==> config.mk <==
export PLATFORM = sky130hd
export DESIGN_NAME = macbinary_stream_demux
export DESIGN_NICKNAME = d
export VERILOG_FILES = /design/src/rtl/macb_pkg.sv /design/src/rtl/macbinary_stream_demux.sv /design/src/rtl/macb_core.sv /design/src/rtl/macb_out_buf.sv
export SDC_FILE = /design/constraint.sdc
export NUM_CORES = 1
export LEC_CHECK = 0
export BUFFER_PORTS_ARGS = -buffer_cell sky130_fd_sc_hd__buf_2
export CORE_ASPECT_RATIO = 1.75
export CORE_MARGIN = 3
export CORE_UTILIZATION = 60
export CTS_BUF_LIST = sky130_fd_sc_hd__clkbuf_4 sky130_fd_sc_hd__clkbuf_8 sky130_fd_sc_hd__clkbuf_16
export CTS_CLUSTER_SIZE = 25
export DETAILED_ROUTE_END_ITERATION = 7
export PLACE_DENSITY = 0.8
export SKIP_LAST_GASP = 1
export SLEW_MARGIN = 10
export SYNTH_ARGS = -nofsm -noshare
export SYNTH_HDL_FRONTEND = slang
export SYNTH_HIERARCHICAL = 1
export SYNTH_SLANG_ARGS = --single-unit
==> constraint.sdc <==
create_clock -name clk -period 20.4 [get_ports clk]
set_input_delay 1.02 -clock clk [delete_from_list [all_inputs] [get_ports clk]]
set_output_delay 1.02 -clock clk [all_outputs]
set_load 0.1 [all_outputs]
==> src/rtl/macb_pkg.sv <==
`timescale 1ns / 1ps
`default_nettype none
// ----------------------------------------------------------------------------
// macb_pkg
// Types and constants shared by the MacBinary stream demux.
// ----------------------------------------------------------------------------
package macb_pkg;

	localparam int unsigned HDR_BYTES   = 128;
	localparam int unsigned NAME_MAX    = 31;
	localparam int unsigned DATA_LEN_AT = 83;
	localparam int unsigned RSRC_LEN_AT = 87;
	localparam int unsigned BLOCK_ROUND = 127;
	localparam logic [31:0] TOTAL_RESET = 32'd850000;

	localparam logic [2:0] ROUTE_HEADER   = 3'd0;
	localparam logic [2:0] ROUTE_DATA     = 3'd1;
	localparam logic [2:0] ROUTE_PAD      = 3'd2;
	localparam logic [2:0] ROUTE_RSRC     = 3'd3;
	localparam logic [2:0] ROUTE_TRAILING = 3'd4;
	localparam logic [2:0] ROUTE_DROPPED  = 3'd5;

	typedef struct packed {
		logic [7:0] data_byte;
		logic       start_req;
	} in_item_t;

	typedef struct packed {
		logic [2:0]  route;
		logic [7:0]  out_byte;
		logic [31:0] fork_offset;
		logic        header_done;
		logic        header_error;
		logic [30:0] data_length;
		logic [30:0] rsrc_length;
		logic [7:0]  name_length;
	} out_item_t;

endpackage
`default_nettype wire

==> src/rtl/macbinary_stream_demux.sv <==
`timescale 1ns / 1ps
`default_nettype none
// ----------------------------------------------------------------------------
// macbinary_stream_demux
// Parses a MacBinary byte stream: header capture and check, fork routing.
// ----------------------------------------------------------------------------
// channel | direction | handshake            | payload
// in      | sink      | in_valid / in_stall  | in_data (data_byte, start_req)
// out     | source    | out_valid / out_stall| out_data (route, offsets, lengths)
// cfg     | sink      | cfg_we               | cfg_wdata (max_total_length)
//
// one byte per cycle unless in_stall; result is on out next cycle unless out stalls
// the byte is parsed in a single pass of logic feeding a result register
// a skid stage behind the result register lets input run while output stalls
// in_stall rises only when both result and skid stages hold data
// asynchronous reset clears transfer state and sets max_total_length to 850000
// ----------------------------------------------------------------------------
module macbinary_stream_demux (
	input  wire                  clk,
	input  wire                  arst_n,
	input  wire                  cfg_we,
	input  wire  [31:0]          cfg_wdata,
	input  wire                  in_valid,
	output logic                 in_stall,
	input  macb_pkg::in_item_t   in_data,
	output logic                 out_valid,
	input  wire                  out_stall,
	output macb_pkg::out_item_t  out_data
);

	logic                accept;
	logic                buf_full;
	macb_pkg::out_item_t result;

	assign in_stall = buf_full;
	assign accept   = in_valid && !buf_full;

	macb_core u_core (
		.clk       (clk),
		.arst_n    (arst_n),
		.cfg_we    (cfg_we),
		.cfg_wdata (cfg_wdata),
		.accept    (accept),
		.item      (in_data),
		.result    (result)
	);

	macb_out_buf u_out_buf (
		.clk       (clk),
		.arst_n    (arst_n),
		.push      (accept),
		.push_data (result),
		.full      (buf_full),
		.valid     (out_valid),
		.stall     (out_stall),
		.data      (out_data)
	);

endmodule
`default_nettype wire

==> src/rtl/macb_core.sv <==
`timescale 1ns / 1ps
`default_nettype none
// ----------------------------------------------------------------------------
// macb_core
// Transfer state, header capture and validation, byte routing for one byte.
// ----------------------------------------------------------------------------
module macb_core (
	input  wire                 clk,
	input  wire                 arst_n,
	input  wire                 cfg_we,
	input  wire  [31:0]         cfg_wdata,
	input  wire                 accept,
	input  macb_pkg::in_item_t  item,
	output macb_pkg::out_item_t result
);

	logic [31:0] max_total_q;
	logic [31:0] pos_q;
	logic        lead_bad_q;
	logic [7:0]  name_len_q;
	logic [31:0] data_len_q;
	logic [31:0] rsrc_len_q;
	logic        failed_q;

	// boundaries precomputed near the end of the header
	logic [31:0] dend_q;   // data length + header
	logic [31:0] pad_q;    // padded data length + header
	logic [32:0] end_q;    // pad_q + resource length

	logic [31:0] eff_pos;
	logic        eff_lead;
	logic [7:0]  eff_name;
	logic [31:0] eff_dlen;
	logic [31:0] eff_rlen;
	logic        eff_failed;

	logic        in_hdr;
	logic [6:0]  hpos;
	logic        nxt_lead;
	logic [7:0]  nxt_name;
	logic [31:0] nxt_dlen;
	logic [31:0] nxt_rlen;
	logic        hdr_ok;
	logic        last_hdr;
	logic [32:0] len_sum;
	logic [31:0] off_hdr;
	logic [31:0] off_rsrc;
	logic [2:0]  route;
	logic [31:0] offset;

	// a start clears the transfer before this byte is looked at
	always_comb begin
		if (item.start_req) begin
			eff_pos    = '0;
			eff_lead   = 1'b0;
			eff_name   = '0;
			eff_dlen   = '0;
			eff_rlen   = '0;
			eff_failed = 1'b0;
		end else begin
			eff_pos    = pos_q;
			eff_lead   = lead_bad_q;
			eff_name   = name_len_q;
			eff_dlen   = data_len_q;
			eff_rlen   = rsrc_len_q;
			eff_failed = failed_q;
		end
	end

	assign in_hdr   = (eff_pos[31:7] == '0);
	assign hpos     = eff_pos[6:0];
	assign last_hdr = in_hdr && (hpos == 7'(macb_pkg::HDR_BYTES - 1));
	assign len_sum  = {1'b0, eff_dlen} + {1'b0, eff_rlen};

	always_comb begin
		hdr_ok = !eff_lead
			&& (eff_name >= 8'd1) && (eff_name <= 8'(macb_pkg::NAME_MAX))
			&& !eff_dlen[31] && !eff_rlen[31]
			&& (len_sum <= {1'b0, max_total_q});
	end

	always_comb begin
		nxt_lead = eff_lead;
		nxt_name = eff_name;
		nxt_dlen = eff_dlen;
		nxt_rlen = eff_rlen;
		if (!eff_failed && in_hdr) begin
			if (hpos == 7'd0) begin
				nxt_lead = (item.data_byte != 8'd0);
			end else if (hpos == 7'd1) begin
				nxt_name = item.data_byte;
			end else if (hpos >= 7'(macb_pkg::DATA_LEN_AT)
					&& hpos < 7'(macb_pkg::DATA_LEN_AT + 4)) begin
				nxt_dlen = {eff_dlen[23:0], item.data_byte};
			end else if (hpos >= 7'(macb_pkg::RSRC_LEN_AT)
					&& hpos < 7'(macb_pkg::RSRC_LEN_AT + 4)) begin
				nxt_rlen = {eff_rlen[23:0], item.data_byte};
			end
		end
	end

	assign off_hdr  = eff_pos - 32'(macb_pkg::HDR_BYTES);
	assign off_rsrc = eff_pos - pad_q;

	always_comb begin
		route  = macb_pkg::ROUTE_DROPPED;
		offset = '0;
		if (!eff_failed) begin
			if (in_hdr) begin
				route  = macb_pkg::ROUTE_HEADER;
				offset = eff_pos;
			end else if (eff_pos < dend_q) begin
				route  = macb_pkg::ROUTE_DATA;
				offset = off_hdr;
			end else if (eff_pos < pad_q) begin
				route  = macb_pkg::ROUTE_PAD;
				offset = off_hdr;
			end else begin
				offset = off_rsrc;
				route  = ({1'b0, eff_pos} < end_q) ? macb_pkg::ROUTE_RSRC
					: macb_pkg::ROUTE_TRAILING;
			end
		end
	end

	always_comb begin
		result.route        = route;
		result.out_byte     = item.data_byte;
		result.fork_offset  = offset;
		result.header_done  = !eff_failed && last_hdr && hdr_ok;
		result.header_error = !eff_failed && last_hdr && !hdr_ok;
		result.data_length  = nxt_dlen[30:0];
		result.rsrc_length  = nxt_rlen[30:0];
		result.name_length  = nxt_name;
	end

	always_ff @(posedge clk or negedge arst_n) begin
		if (!arst_n) begin
			max_total_q <= macb_pkg::TOTAL_RESET;
		end else if (cfg_we) begin
			max_total_q <= cfg_wdata;
		end
	end

	always_ff @(posedge clk or negedge arst_n) begin
		if (!arst_n) begin
			pos_q      <= '0;
			lead_bad_q <= 1'b0;
			name_len_q <= '0;
			data_len_q <= '0;
			rsrc_len_q <= '0;
			failed_q   <= 1'b0;
		end else if (accept) begin
			lead_bad_q <= nxt_lead;
			name_len_q <= nxt_name;
			data_len_q <= nxt_dlen;
			rsrc_len_q <= nxt_rlen;
			failed_q   <= eff_failed || (last_hdr && !hdr_ok);
			if (!eff_failed && eff_pos != '1) begin
				pos_q <= eff_pos + 32'd1;
			end else begin
				pos_q <= eff_pos;
			end
		end
	end

	// lengths are final after byte 90, so the boundaries settle on bytes 126 and 127
	always_ff @(posedge clk) begin
		if (accept && !eff_failed && in_hdr) begin
			if (hpos == 7'(macb_pkg::HDR_BYTES - 2)) begin
				dend_q <= eff_dlen + 32'(macb_pkg::HDR_BYTES);
				pad_q  <= (eff_dlen + 32'(macb_pkg::BLOCK_ROUND + macb_pkg::HDR_BYTES))
					& ~32'(macb_pkg::BLOCK_ROUND);
			end
			if (last_hdr) begin
				end_q <= {1'b0, pad_q} + {1'b0, eff_rlen};
			end
		end
	end

endmodule
`default_nettype wire

==> src/rtl/macb_out_buf.sv <==
`timescale 1ns / 1ps
`default_nettype none
// ----------------------------------------------------------------------------
// macb_out_buf
// Result register with a skid stage; input stall comes from a register.
// ----------------------------------------------------------------------------
module macb_out_buf (
	input  wire                  clk,
	input  wire                  arst_n,
	input  wire                  push,
	input  macb_pkg::out_item_t  push_data,
	output logic                 full,
	output logic                 valid,
	input  wire                  stall,
	output macb_pkg::out_item_t  data
);

	logic                out_valid_q;
	logic                skid_valid_q;
	macb_pkg::out_item_t out_q;
	macb_pkg::out_item_t skid_q;
	logic                out_free;

	assign out_free = !out_valid_q || !stall;
	assign full     = skid_valid_q;
	assign valid    = out_valid_q;
	assign data     = out_q;

	always_ff @(posedge clk or negedge arst_n) begin
		if (!arst_n) begin
			out_valid_q  <= 1'b0;
			skid_valid_q <= 1'b0;
		end else if (out_free) begin
			if (skid_valid_q) begin
				out_valid_q  <= 1'b1;
				skid_valid_q <= 1'b0;
			end else begin
				out_valid_q <= push;
			end
		end else if (push) begin
			skid_valid_q <= 1'b1;
		end
	end

	always_ff @(posedge clk) begin
		if (out_free) begin
			if (skid_valid_q) begin
				out_q <= skid_q;
			end else if (push) begin
				out_q <= push_data;
			end
		end else if (push) begin
			skid_q <= push_data;
		end
	end

endmodule
`default_nettype wire

# After elaboration in Yosys (flattened, before gate mapping)
# Cells that the tools add are included.
# op_classes
add_sub_neg	7
magnitude_cmp	10
n_eq_ne	4
n_mux	35
bitwise_logic	1
n_reduce_logical	36
# ops
op	n
32-bit 2-to-1 mux	17
115-bit 2-to-1 mux	2
32-bit by 32-bit adder with 33-bit output	2
32-bit by 8-bit adder with 32-bit output, second input constant	2
32-bit < comparator	2
33-bit by 32-bit <= comparator with 1-bit output	1
32-bit by 33-bit < comparator with 1-bit output	1
32-bit by 1-bit adder with 32-bit output, second input constant	1
8-bit 2-to-1 mux	4
32-bit inequality test, second input constant	1
32-bit subtractor	1
32-bit by 8-bit subtractor with 32-bit output, second input constant	1
25-bit logical NOT	1
1-bit logical AND	17
3-bit 2-to-1 mux	5
7-bit == test, second input constant	2
7-bit >= comparator, second input constant	2
7-bit < comparator, second input constant	2
8-bit by 1-bit >= comparator with 1-bit output, second input constant	1
8-bit by 5-bit <= comparator with 1-bit output, second input constant	1
1-bit logical NOT	8
2-bit AND reduction	4
8-bit nonzero test	1
7-bit by 1-bit == test with 1-bit output, second input constant	1
5 further kinds	13
# word_totals
reg_bits	460
input_bits	46
output_inout_bits	117
elab_cells	121

# Logic depth before layout (Yosys ltp)
# Gate-level depths: netlist of the first run.
# depth
word_depth	11
mapped_depth	28
depth_no_buf	24

# By module
# Netlist of the first run, hierarchy kept.
# modules_own_cells
module	instances	cells_each	area_each_um2	seq_area_each_um2
macb_core	1	2304	19466.2	6167.2
macb_out_buf	1	364	8439.3	6956.7
macbinary_stream_demux	1	1	13.8	0.0

# Least setup slack after synthesis of the first run
# OpenSTA, ideal clock, no wires.
# synth_timing
path_type	input -> register
from	input in_data[0] (netlist bit)
to	register u_core.dend_q[0] (enable)
setup_ns	0.612
arrival_time_ns	8.270
t_required_ns	19.788
path_slack_ns	11.518
path_stages	11
path_buffers	4
cell_sequence	buf_2 > buf_2 > inv_1 > clkbuf_1 > nand2_1 > ha_1 > o21ai_1 > nor4b_2 > nand2b_4 > buf_6 > nor4_1
# synth_between
elab_chain_len	5
# synth_lines
element	line	source
start, declared	macbinary_stream_demux.sv:25	input macb_pkg::in_item_t in_data,
parallel branches: the longest is 4 deep, another holds 32-bit 2-to-1 mux	n/a	
2-bit AND reduction (no line) *	n/a	
end signal, assigned	macb_core.sv:171	dend_q <= eff_dlen + 32'(macb_pkg::HDR_BYTES);
end, declared	macb_core.sv:26	logic [31:0] dend_q;
# Mark *: on every way between the ends.
# A chain may end at the register's enable or synchronous reset.

==> results.md, run 1 <==
* Most common cell in the synthesized netlist: edfxtp_1
* Fin crit period at roughly 7.3 ns
* Number of I/O pins at about 160
* Vias at a little over 20000
* Vias in the first global route at 20900
* Fmax at ~0.14 GHz
* Hpwl dp at just under 60000 microns
* #FFs+latches synth at between 400 and 500
* Tot GR Track Use at 0.310
* Clk Latency, worst-skew pair at about 0.58 ns
* Ys flop type: edfxtp_1
* Avg Cell Area, Syn at between 10 and 15 sq um
* DRT iter0 DRCs at between 1500 and 2000
* Placed cells at ~3200
* Routed Wire Length at 77600 microns
* Hold Path Class: reg -> reg
* Worst-path clk slew at ~0.070 ns
* Post-CTS Resized at 0
* Global-route wire length before repair at approximately 120000 microns
* Worst Path Max Fanout at 62
* Post-DRT Antenna Nets at 0
* Share of cells above drive strength 1 at 0.163
* Die ar. at 0.0493 sq mm
* Fraction of registers with async set/reset at 0.304
* Period utilisation layout at 0.359
* Rows at around 100
* Die X at roughly 170 microns
* Pre-antenna DRT Iters at 6
* Placer Congestion at just under 1
* Hold Worst Slack at just over 0.5 ns
* CTS Buffer Depth at 3
* Post-Layout Cell Count at 3318
* Nets at 2932
* Synth area leaders: edfxtp_1 34%, dfrtp_1 12%, ha_1 8.2%
* IO buf count at ~160
* CP Data Required Time at between 20 and 25 ns
* DR WL/cell at 23.4 microns
* DIE HEIGHT at 291 microns
* Post-synth top area share at 0.344
* Top cell type by total area after synthesis: edfxtp_1
* Clock skew at 0.0253 ns
* CTS tree: yes
* TritonCTS sink count at 460
* Final max-slew violation count at 0
* Worst vdd ir at ~0.094 mV
* Worst slew margin at 0.178
* Arrival time at the worst endpoint at approximately 7.6 ns
* Largest net degree at the start of global routing at between 90 and 100
* Post-Syn Instances at roughly 2700
* Setup_tns at 0 ns
* Pleak at 13.5 nW
* Sequential area share after synthesis at 0.470
* Outcome: complete, no violations
* Worst Tran Pin Value at between 1 and 1.5 ns
* Ys Warns at 6
* CP Launch Type: input port
* Final setup viols at 0
* Total CTS buffers at just over 40
* Setup bufs post-CTS at 0
* Power Density at around 73 mW/mm^2
* Vias/cell at 6.26
* RSZ-0062 raised after global routing: false
* Endpoint type of the worst setup path: register
* Netlist cell types at a little under 90
* CTS H-tree lvls at 2
* Antenna violations before repair at 0
* Synth cell count leaders: 320 x edfxtp_1, 313 x nand2_1, 182 x ha_1
* Initial Util at 0.606
* Gr ovfl total at 0
* CTS root buf: clkbuf_16
* Final Hold Vio Count at 0
* EDFF count, synth at 320
* CTS Hold Bufs at 0
* Synth Cell Area at 0.0279 sq mm
* Synth Net Count at 2900
* Max-cap viol count at 0
* Area delta synth->final at 7.47%
* Post-Route Utilization at 0.651
* Setup CP Type: in -> reg
* CORE AREA at about 0.046 sq mm
* Post-route DRC violation count at 0
[layer usage]
| layer | global-route usage | routed length (microns) | vias to the layer above |
|---|---|---|---|
| met3 | 0.0329 | 3860 | 267 |
| li1 | - | - | 9632 |
| met1 | 0.338 | 27100 | 10000 |
| met5 | 0 | 0 | - |
| met2 | 0.553 | 39600 | 853 |
| met4 | 0.222 | 7020 | 0 |
[through the flow]
stage | area [sq um] | setup WS (ns) | power, mW
after floorplan | 27900 | 11.52 | 1.36
after global routing | 30000 | 12.55 | 2.26
after detailed placement | 28600 | 12.58 | 1.43
after global placement | 28600 | 12.77 | 1.42
final | 30000 | 13.09 | 2.20
after CTS | 30000 | 13.15 | 2.21
[power breakdown]
part,internal (mW),switching (mW)
clock network,0.432,0.360
registers,1.05,0.0223
logic,0.0610,0.272
total,1.55,0.654
[logic make-up (layout without fill, tap and decap cells)]
family	count (synthesis)	in the layout	share of synthesized area
other cells	0	1	0
xor+xnor	153	153	0.0480
mux	129	129	0.0541
buf+inv	382	447	0.0646
fa+ha+maj	186	186	0.0841
compound gates	584	584	0.143
simple gates	775	775	0.136
flops	460	460	0.470
[path summary, 6_finish.rpt]
check,start,endpoint,slack [ns],cells after the start
worst max register to register,u_core/data_len_q[0],u_out_buf/data[70],14.44,20
min in group asynchronous,arst_n,u_out_buf/valid,0.54,1
worst min register to register,u_core/rsrc_len_q[27],u_core/rsrc_len_q[27],0.51,1
max in group asynchronous,arst_n,u_core/data_len_q[28],18.58,2
worst min-delay path,u_core/rsrc_len_q[27],u_core/rsrc_len_q[27],0.51,1
worst max-delay path,in_data[0],u_out_buf/data[70],13.09,21
[layout make-up]
cell class | instances | area, sq um
clock buffer | 53 | 1150
fill | 3620 | 16100
clock inverter | 23 | 216
inverter | 174 | 653
multi-input combinational | 1827 | 13000
antenna | 1 | 2.50
sequential | 460 | 13100
tap | 583 | 729
timing repair buffer | 197 | 1080
[sequential cells by signal, summed over array words and instances (netlist names), 25 cells and up]
register / flops
u_core/pos_q: 32
u_core/dend_q: 32
u_core/data_len_q: 32
u_out_buf/data: 115
u_core/pad_q: 25
u_core/end_q: 33
u_core/rsrc_len_q: 32
u_core/max_total_q: 32
u_out_buf/skid_q: 115
[placed cells by master, fill, tap and decap left out, drive strengths merged, types with 9 or more instances in the layout]
cell type / count
nand4: 37
o31ai: 11
or3: 12
nor2: 122
a211oi: 34
o2bb2ai: 47
edfxtp: 320
dfrtp: 131
inv: 177
a311oi: 9
buf: 197
xor2: 55
a31oi: 19
o21bai: 10
nor3: 43
clkbuf: 53
or4: 10
nand2b: 12
a22o: 28
clkinv: 14
ha: 182
dfstp: 9
nand2: 313
nor2b: 96
mux2: 124
o21ai: 132
o21a: 20
o211ai: 12
a21o: 48
xnor2: 98
and3: 14
nand3: 50
a22oi: 48
a21oi: 108
nor4: 24
or2: 9
[critical path, cell delays in order]
cell and delay (ns):
buf_4 0.42, buf_4 0.65, buf_4 0.64, nor2b_1 0.28
ha_1 0.46, nand2_1 0.08, nor3_1 0.33, a41oi_1 0.32
o211a_1 0.32, o31ai_1 0.56, nand2_1 0.15, a21oi_1 0.24
o211ai_1 0.14, ha_1 0.22, a2111oi_0 0.44, o211ai_1 0.19
o31ai_1 0.31, o311ai_0 0.20, buf_4 0.20, nor2b_1 0.13
mux2_2 0.27
Power figures use the tool's default switching activity.
==> run 2, diff against run 1 <==
CORE_UTILIZATION = 56   (was 60)
PLACE_DENSITY = 0.78   (was 0.8)
clock period = 6.5 ns   (was 20.4 ns; I/O delays follow)
==> results.md, run 2 (synthesized netlist as in run 1, its figures left out) <==
* Post-CTS Resized at 0 (unchanged)
* Hold Worst Slack at 0.0269 ns (was 0.510 ns)
* Global-route wire length before repair at 126000 microns (was 118000 microns)
* DIE HEIGHT at 301 microns (was 291 microns)
* Share of cells above drive strength 1 at 0.171 (was 0.163)
* Largest net degree at the start of global routing at 79 (was 92)
* Worst-path clk slew at 0.07 ns (about the same)
* Endpoint type of the worst setup path: register (unchanged)
* GR Util met1 at 0.319 (was 0.338)
* Met3 usage at 0.0380 (was 0.0329)
* Post-DRT Antenna Nets at 0 (unchanged)
* Sequential Area at 0.0131 sq mm (unchanged)
* Routed Wire Length at 83100 microns (was 77600 microns)
* Die ar. at 0.0527 sq mm (was 0.0493 sq mm)
* Total CTS buffers at 42 (was 41)
* Pre-antenna DRT Iters at 6 (unchanged)
* CTS Hold Bufs at 33 (was 0)
* Worst Tran Pin Value at 1.26 ns (was 1.23 ns)
* ANT cells at 0 (was 1)
* Vias/cell at 6.23 (was 6.26)
* Arrival time at the worst endpoint at 6.16 ns (was 7.63 ns)
* Vias in the first global route at 21700 (was 20900)
* Power Density at 229 mW/mm^2 (was 73.4 mW/mm^2)
* Seq pwr share at 0.479 (was 0.489)
* Multi-input logic area at 0.0131 sq mm (was 0.0130 sq mm)
* Family with the most delay on the worst path: compound AO/OA/AOI/OAI gates (unchanged)
* Logic gate share of total power at 0.151 (about the same)
* Rows at 107 (was 104)
* Max stage delay cell, worst path: nor2b_1 (was buf_4)
* Antenna violations before repair at 0 (unchanged)
* Hold Path Class: in -> reg (was reg -> reg)
* Worst-path cell chain: nor2b_1 -> ha_1 -> a21oi_1 -> nand2b_1 -> nor4_1 -> o31ai_1 -> a21oi_1 -> o31a_1 -> o21ai_0 -> xor2_1 -> ha_1 -> a2111oi_0 -> o211ai_1 -> o31ai_1 -> o311ai_0 -> nor2b_1 -> mux2_2 (was buf_4 -> buf_4 -> buf_4 -> nor2b_1 -> ha_1 -> nand2_1 -> nor3_1 -> a41oi_1 -> o211a_1 -> o31ai_1 -> nand2_1 -> a21oi_1 -> o211ai_1 -> ha_1 -> a2111oi_0 -> o211ai_1 -> o31ai_1 -> o311ai_0 -> buf_4 -> nor2b_1 -> mux2_2)
* Setup bufs post-CTS at 0 (unchanged)
* Clk Latency, worst-skew pair at 0.60 ns (was 0.58 ns)
* Setup CP Type: reg -> reg (was in -> reg)
* CP Launch Type: register (was input port)
* Worst slew margin at 0.154 (was 0.178)
* Placer Congestion at 1.02 (was 0.991)
* Switching Power at 2.09 mW (was 0.654 mW)
* Max-cap viol count at 0 (unchanged)
* Worst vdd ir at 0.229 mV (was 0.0944 mV)
* Tot GR Track Use at 0.310 (about the same)
* Pleak at 13.8 nW (was 13.5 nW)
* Clock power share at 0.370 (was 0.360)
* Final setup viols at 0 (unchanged)
* CORE AREA at 0.0490 sq mm (was 0.0461 sq mm)
* CTS H-tree lvls at 2 (unchanged)
* Vias at 21500 (was 20800)
* Outcome: complete, no violations (unchanged)
* Crit-path max cell delay at 0.75 ns (was 0.65 ns)
* Number of I/O pins at 163 (unchanged)
* Most common library cell in the layout ignoring fill and taps: edfxtp_1 (unchanged)
* Gr ovfl total at 0 (unchanged)
* Area delta synth->final at 10.2% (was 7.47%)
* CTS root buf: clkbuf_16 (unchanged)
* Final Hold Vio Count at 0 (unchanged)
* Fin crit period at a little under 6 ns
* R2r setup slk at 0.66 ns (was 14.44 ns)
* Final max-slew violation count at 0 (unchanged)
* CTS Buffer Depth at 3 (unchanged)
* Nets at 3000 (was 2932)
* Met2 usage in global routing at 0.557 (was 0.553)
* Most frequent cells in the layout: 320 x edfxtp_1, 312 x nand2_1, 182 x ha_1 (was 320 x edfxtp_1, 313 x nand2_1, 182 x ha_1)
* Initial Util at 0.570 (was 0.606)
* Buffer and inverter count on the worst path at 0 (was 4)
* Internal cell power at 4.96 mW (was 1.55 mW)
* Fmax at 0.171 GHz
* Setup_tns at 0 ns (unchanged)
* Post-route DRC violation count at 0 (unchanged)
* FILL cells at 3945 (was 3620)
* Global routing's busiest layer: met2 (unchanged)
* TritonCTS sink count at 460 (unchanged)
* DRT iter0 DRCs at 1556 (was 1817)
* Period utilisation layout at 0.898
* Die X at 175 microns (was 169 microns)
* Sw Ratio at 0.296 (was 0.297)
* IO buf count at 162 (unchanged)
* Clock skew at 0.0436 ns (was 0.0253 ns)
* Worst Path Max Fanout at 5 (was 62)
* CTS tree: yes (unchanged)
* DR WL/cell at 24.1 microns (was 23.4 microns)
* Hpwl dp at 62900 microns (was 58200 microns)
* RSZ-0062 raised after global routing: false (unchanged)
* CP Data Required Time at 6.82 ns (was 20.71 ns)
[run 2: cell count changes in the layout (fill, tap and decap cells not counted), sizes merged, moves of 3 or more]
cell,previous run,this run
buf,197,231
bufinv,2,5
clkbuf,53,49
clkinv,14,18
dlygate4sd3,0,33
[run 2: worst paths after layout]
check | startpoint | to | cells after the start
max in group asynchronous | arst_n | u_core/max_total_q[21] | 3
max reg2reg | u_core/rsrc_len_q[12] | u_out_buf/data[70] | 17
max | u_core/rsrc_len_q[12] | u_out_buf/data[70] | 17
min in group asynchronous | arst_n | u_core/pos_q[16] | 2
min reg2reg | u_core/data_len_q[25] | u_core/data_len_q[25] | 1
min | out_stall | u_out_buf/full | 2
[run 2: area by class of cell]
type,instances,area share
flip-flops and latches,460,0.427
multi-input cells,1827,0.424
repair buffers,264,0.0542
well taps,654,0.0266
clock inverters,26,0.0109
inverters,174,0.0212
clock buffers,49,0.0363
[run 2: power groups by stage]
stage / clock [mW] / sequential (mW) / combinational, mW
after floorplan: 0 / 3.98 / 0.292
after global placement: 0 / 3.44 / 1.03
after detailed placement: 0 / 3.44 / 1.04
after CTS: 2.64 / 3.38 / 1.06
after global routing: 2.75 / 3.39 / 1.11
final: 2.61 / 3.38 / 1.06
[run 2: per-layer routing]
layer	wire length [microns]	up-vias
met1	28100	10400
met3	4390	352
met5	0	-
li1	-	9769
met2	42100	997
met4	8490	0
[run 2: through the flow]
step	area, sq um	setup WS, ns	total power [mW]	cells	util
after detailed placement	29000	0.686	4.48	3346	0.592
after global placement	29000	0.894	4.47	3346	0.592
after global routing	30800	0.377	7.25	3454	0.628
final	30800	0.665	7.05	3454	0.628
after floorplan	27900	0.646	4.27	2669	-
after CTS	30800	0.835	7.09	3454	0.628
==> run 3, diff against run 2 <==
SYNTH_HIERARCHICAL = default   (was 1)
==> results.md, run 3 <==
* Outcome: complete, no violations (unchanged)
* Gr ovfl total at 0 (unchanged)
* Hpwl dp at 59400 microns (was 62900 microns)
* CORE AREA at 0.0472 sq mm (was 0.0490 sq mm)
* Setup_tns at 0 ns (unchanged)
* CTS tree: yes (unchanged)
* Worst vdd ir at 0.182 mV (was 0.229 mV)
* Post-route DRC violation count at 0 (unchanged)
* Total CTS buffers at 42 (unchanged)
* Routed Wire Length at 79100 microns (was 83100 microns)
* Sequential area share after synthesis at 0.489 (was 0.470)
* CTS H-tree lvls at 2 (unchanged)
* RSZ-0062 raised after global routing: false (unchanged)
* Netlist cell types at 77 (was 87)
* Worst-path clk slew at 0.07 ns (about the same)
* Largest net degree at the start of global routing at 147 (was 79)
* Worst Tran Pin Value at 1.33 ns (was 1.26 ns)
* Initial Util at 0.569 (was 0.570)
* Synth Net Count at 2856 (was 2900)
* Vias/cell at 6.16 (was 6.23)
* Power Density at 236 mW/mm^2 (was 229 mW/mm^2)
* Share of cells above drive strength 1 at 0.139 (was 0.171)
* Number of I/O pins at 163 (unchanged)
* Tot Pwr at 7.09 mW (was 7.05 mW)
* Max-cap viol count at 0 (unchanged)
* Clock skew at 0.0335 ns (was 0.0436 ns)
* Fraction of registers with async set/reset at 0.304 (unchanged)
* Synth Cell Area at 0.0268 sq mm (was 0.0279 sq mm)
* Most frequent cells in the layout: 336 x nand2_1, 320 x edfxtp_1, 196 x inv_1 (was 320 x edfxtp_1, 312 x nand2_1, 182 x ha_1)
* Avg Cell Area, Syn at 10.2 sq um (was 10.5 sq um)
* Period utilisation layout at 0.914 (was 0.898)
* Tot GR Track Use at 0.310 (about the same)
* Ys flop type: edfxtp_1 (unchanged)
* Final Hold Vio Count at 0 (unchanged)
* Worst slew margin at 0.100 (was 0.154)
* Pre-antenna DRT Iters at 7 (was 6)
* Nets at 3010 (was 3000)
* Die ar. at 0.0507 sq mm (was 0.0527 sq mm)
* Global-route wire length before repair at 120000 microns (was 126000 microns)
* Clk Latency, worst-skew pair at 0.59 ns (was 0.60 ns)
* Pleak at 13.9 nW (was 13.8 nW)
* DRT iter0 DRCs at 1867 (was 1556)
* Post-Route Utilization at 0.637 (was 0.628)
* Fmax at 0.168 GHz (was 0.171 GHz)
* Ys Warns at 0 (was 6)
* Area delta synth->final at 11.9% (was 10.2%)
* Top cell type by total area after synthesis: edfxtp_1 (unchanged)
* Fin crit period at 5.94 ns (was 5.84 ns)
* DIE HEIGHT at 296 microns (was 301 microns)
* CTS Buffer Depth at 3 (unchanged)
* Worst Path Max Fanout at 8 (was 5)
* #FFs+latches synth at 460 (unchanged)
* Final setup viols at 0 (unchanged)
* Final max-slew violation count at 0 (unchanged)
* IO buf count at 162 (unchanged)
* Endpoint type of the worst setup path: register (unchanged)
* Vias in the first global route at 21100 (was 21700)
* Antenna violations before repair at 0 (unchanged)
* Synth cell count leaders: 337 x nand2_1, 320 x edfxtp_1, 197 x inv_1 (was 320 x edfxtp_1, 313 x nand2_1, 182 x ha_1)
* Post-synth top area share at 0.358 (was 0.344)
* Hold Path Class: in -> reg (unchanged)
* CTS root buf: clkbuf_16 (unchanged)
* CP Data Required Time at 6.90 ns (was 6.82 ns)
* CP Launch Type: register (unchanged)
* Placer Congestion at 1.03 (was 1.02)
* Synth area leaders: edfxtp_1 36%, dfrtp_1 12%, ha_1 8.5% (was edfxtp_1 34%, dfrtp_1 12%, ha_1 8.2%)
* Post-Syn Instances at 2625 (was 2669)
* Vias at 21000 (was 21500)
* Die X at 171 microns (was 175 microns)
* TritonCTS sink count at 460 (unchanged)
* Most common cell in the synthesized netlist: nand2_1 (was edfxtp_1)
* Rows at 105 (was 107)
* Post-CTS Resized at 0 (unchanged)
* Most common library cell in the layout ignoring fill and taps: nand2_1 (was edfxtp_1)
* Setup CP Type: reg -> reg (unchanged)
* Arrival time at the worst endpoint at 6.34 ns (was 6.16 ns)
* EDFF count, synth at 320 (unchanged)
* DR WL/cell at 23.3 microns (was 24.1 microns)
* Post-DRT Antenna Nets at 0 (unchanged)
[run 3: cell type report]
cell class	instances	area [sq um]
Fill cell	3757	17100
Sequential cell	460	13100
Multi-Input combinational cell	1840	12500
Timing Repair Buffer	237	1510
Clock buffer	52	1160
Inverter	198	743
Tap cell	588	736
Clock inverter	26	319
Antenna cell	1	2.50
[run 3: metrics by stage]
stage	hold WS, ns	worst slack [ns]	cells	cell area [sq um]
3_5_place_dp	0.441	0.371	3290	28200
6_report	0.0301	0.560	3402	30000
3_3_place_gp	0.429	0.558	3290	28200
5_1_grt	0.0641	0.237	3401	30000
2_1_floorplan	0.0294	0.714	2625	26900
4_1_cts	0.00982	0.598	3400	30000
[run 3: worst paths after layout]
check	start	end	slack (ns)	cells past startpoint
worst max register to register	u_core.data_len_q[9]	u_out_buf.skid_q[71]	0.56	21
min in group asynchronous	arst_n	u_core.max_total_q[27]	0.39	2
worst min-delay path	cfg_wdata[11]	u_core.max_total_q[11]	0.03	3
max in group asynchronous	arst_n	u_core.rsrc_len_q[26]	4.75	3
worst max-delay path	u_core.data_len_q[9]	u_out_buf.skid_q[71]	0.56	21
worst min register to register	u_core.data_len_q[26]	u_core.data_len_q[26]	0.50	2
[run 3: routing by layer]
layer	GRT usage	vias up	share of wire
li1	-	9688	-
met4	0.239	0	0.092
met3	0.0347	296	0.056
met2	0.534	944	0.50
met1	0.348	10000	0.35
met5	0	-	0
[run 3: repair_timing]
| item | 4_1_cts | 5_1_grt |
|---|---|---|
| hold buffers | 32 | 0 |
| endpoints found under the hold margin | 104 | 0 |
| buffers inserted | 0 | 0 |
[run 3: power by group]
group | switching, mW | leakage, nW | internal [mW] | total (mW)
registers | 0.0595 | 4.61 | 3.31 | 3.37
logic | 0.861 | 8.52 | 0.210 | 1.07
clock network | 1.16 | 0.729 | 1.49 | 2.65
total | 2.08 | 13.9 | 5.01 | 7.09
[run 3: logic make-up (layout without fill, tap and decap cells)]
logic type,count (synthesis),after routing,share of synthesized area
DFF,460,460,0.489
adders and majority gates,186,186,0.0875
muxes,91,91,0.0372
buffers and inverters,325,513,0.0485
xor gates and xnor gates,163,163,0.0532
and+or+nand+nor,813,813,0.143
other,0,1,0
AOI/OAI and AO/OA,587,587,0.142
[run 3: worst max-delay path: stages, from the launching register on]
cell and delay, ns:
dfrtp_1 0.57, nor2b_1 0.70, ha_1 0.44, a21oi_1 0.16, o21ai_0 0.14, a31o_2 0.28, or2_2 0.33, a21o_1 0.19
a21o_1 0.19, a21o_1 0.17, a21oi_1 0.16, xnor2_1 0.15, ha_1 0.28, nand4_1 0.13, a21oi_1 0.06, a2111oi_0 0.64
nor2_1 0.10, a211oi_1 0.24, o21ai_0 0.11, a41oi_1 0.26, buf_4 0.23, nor3b_1 0.21
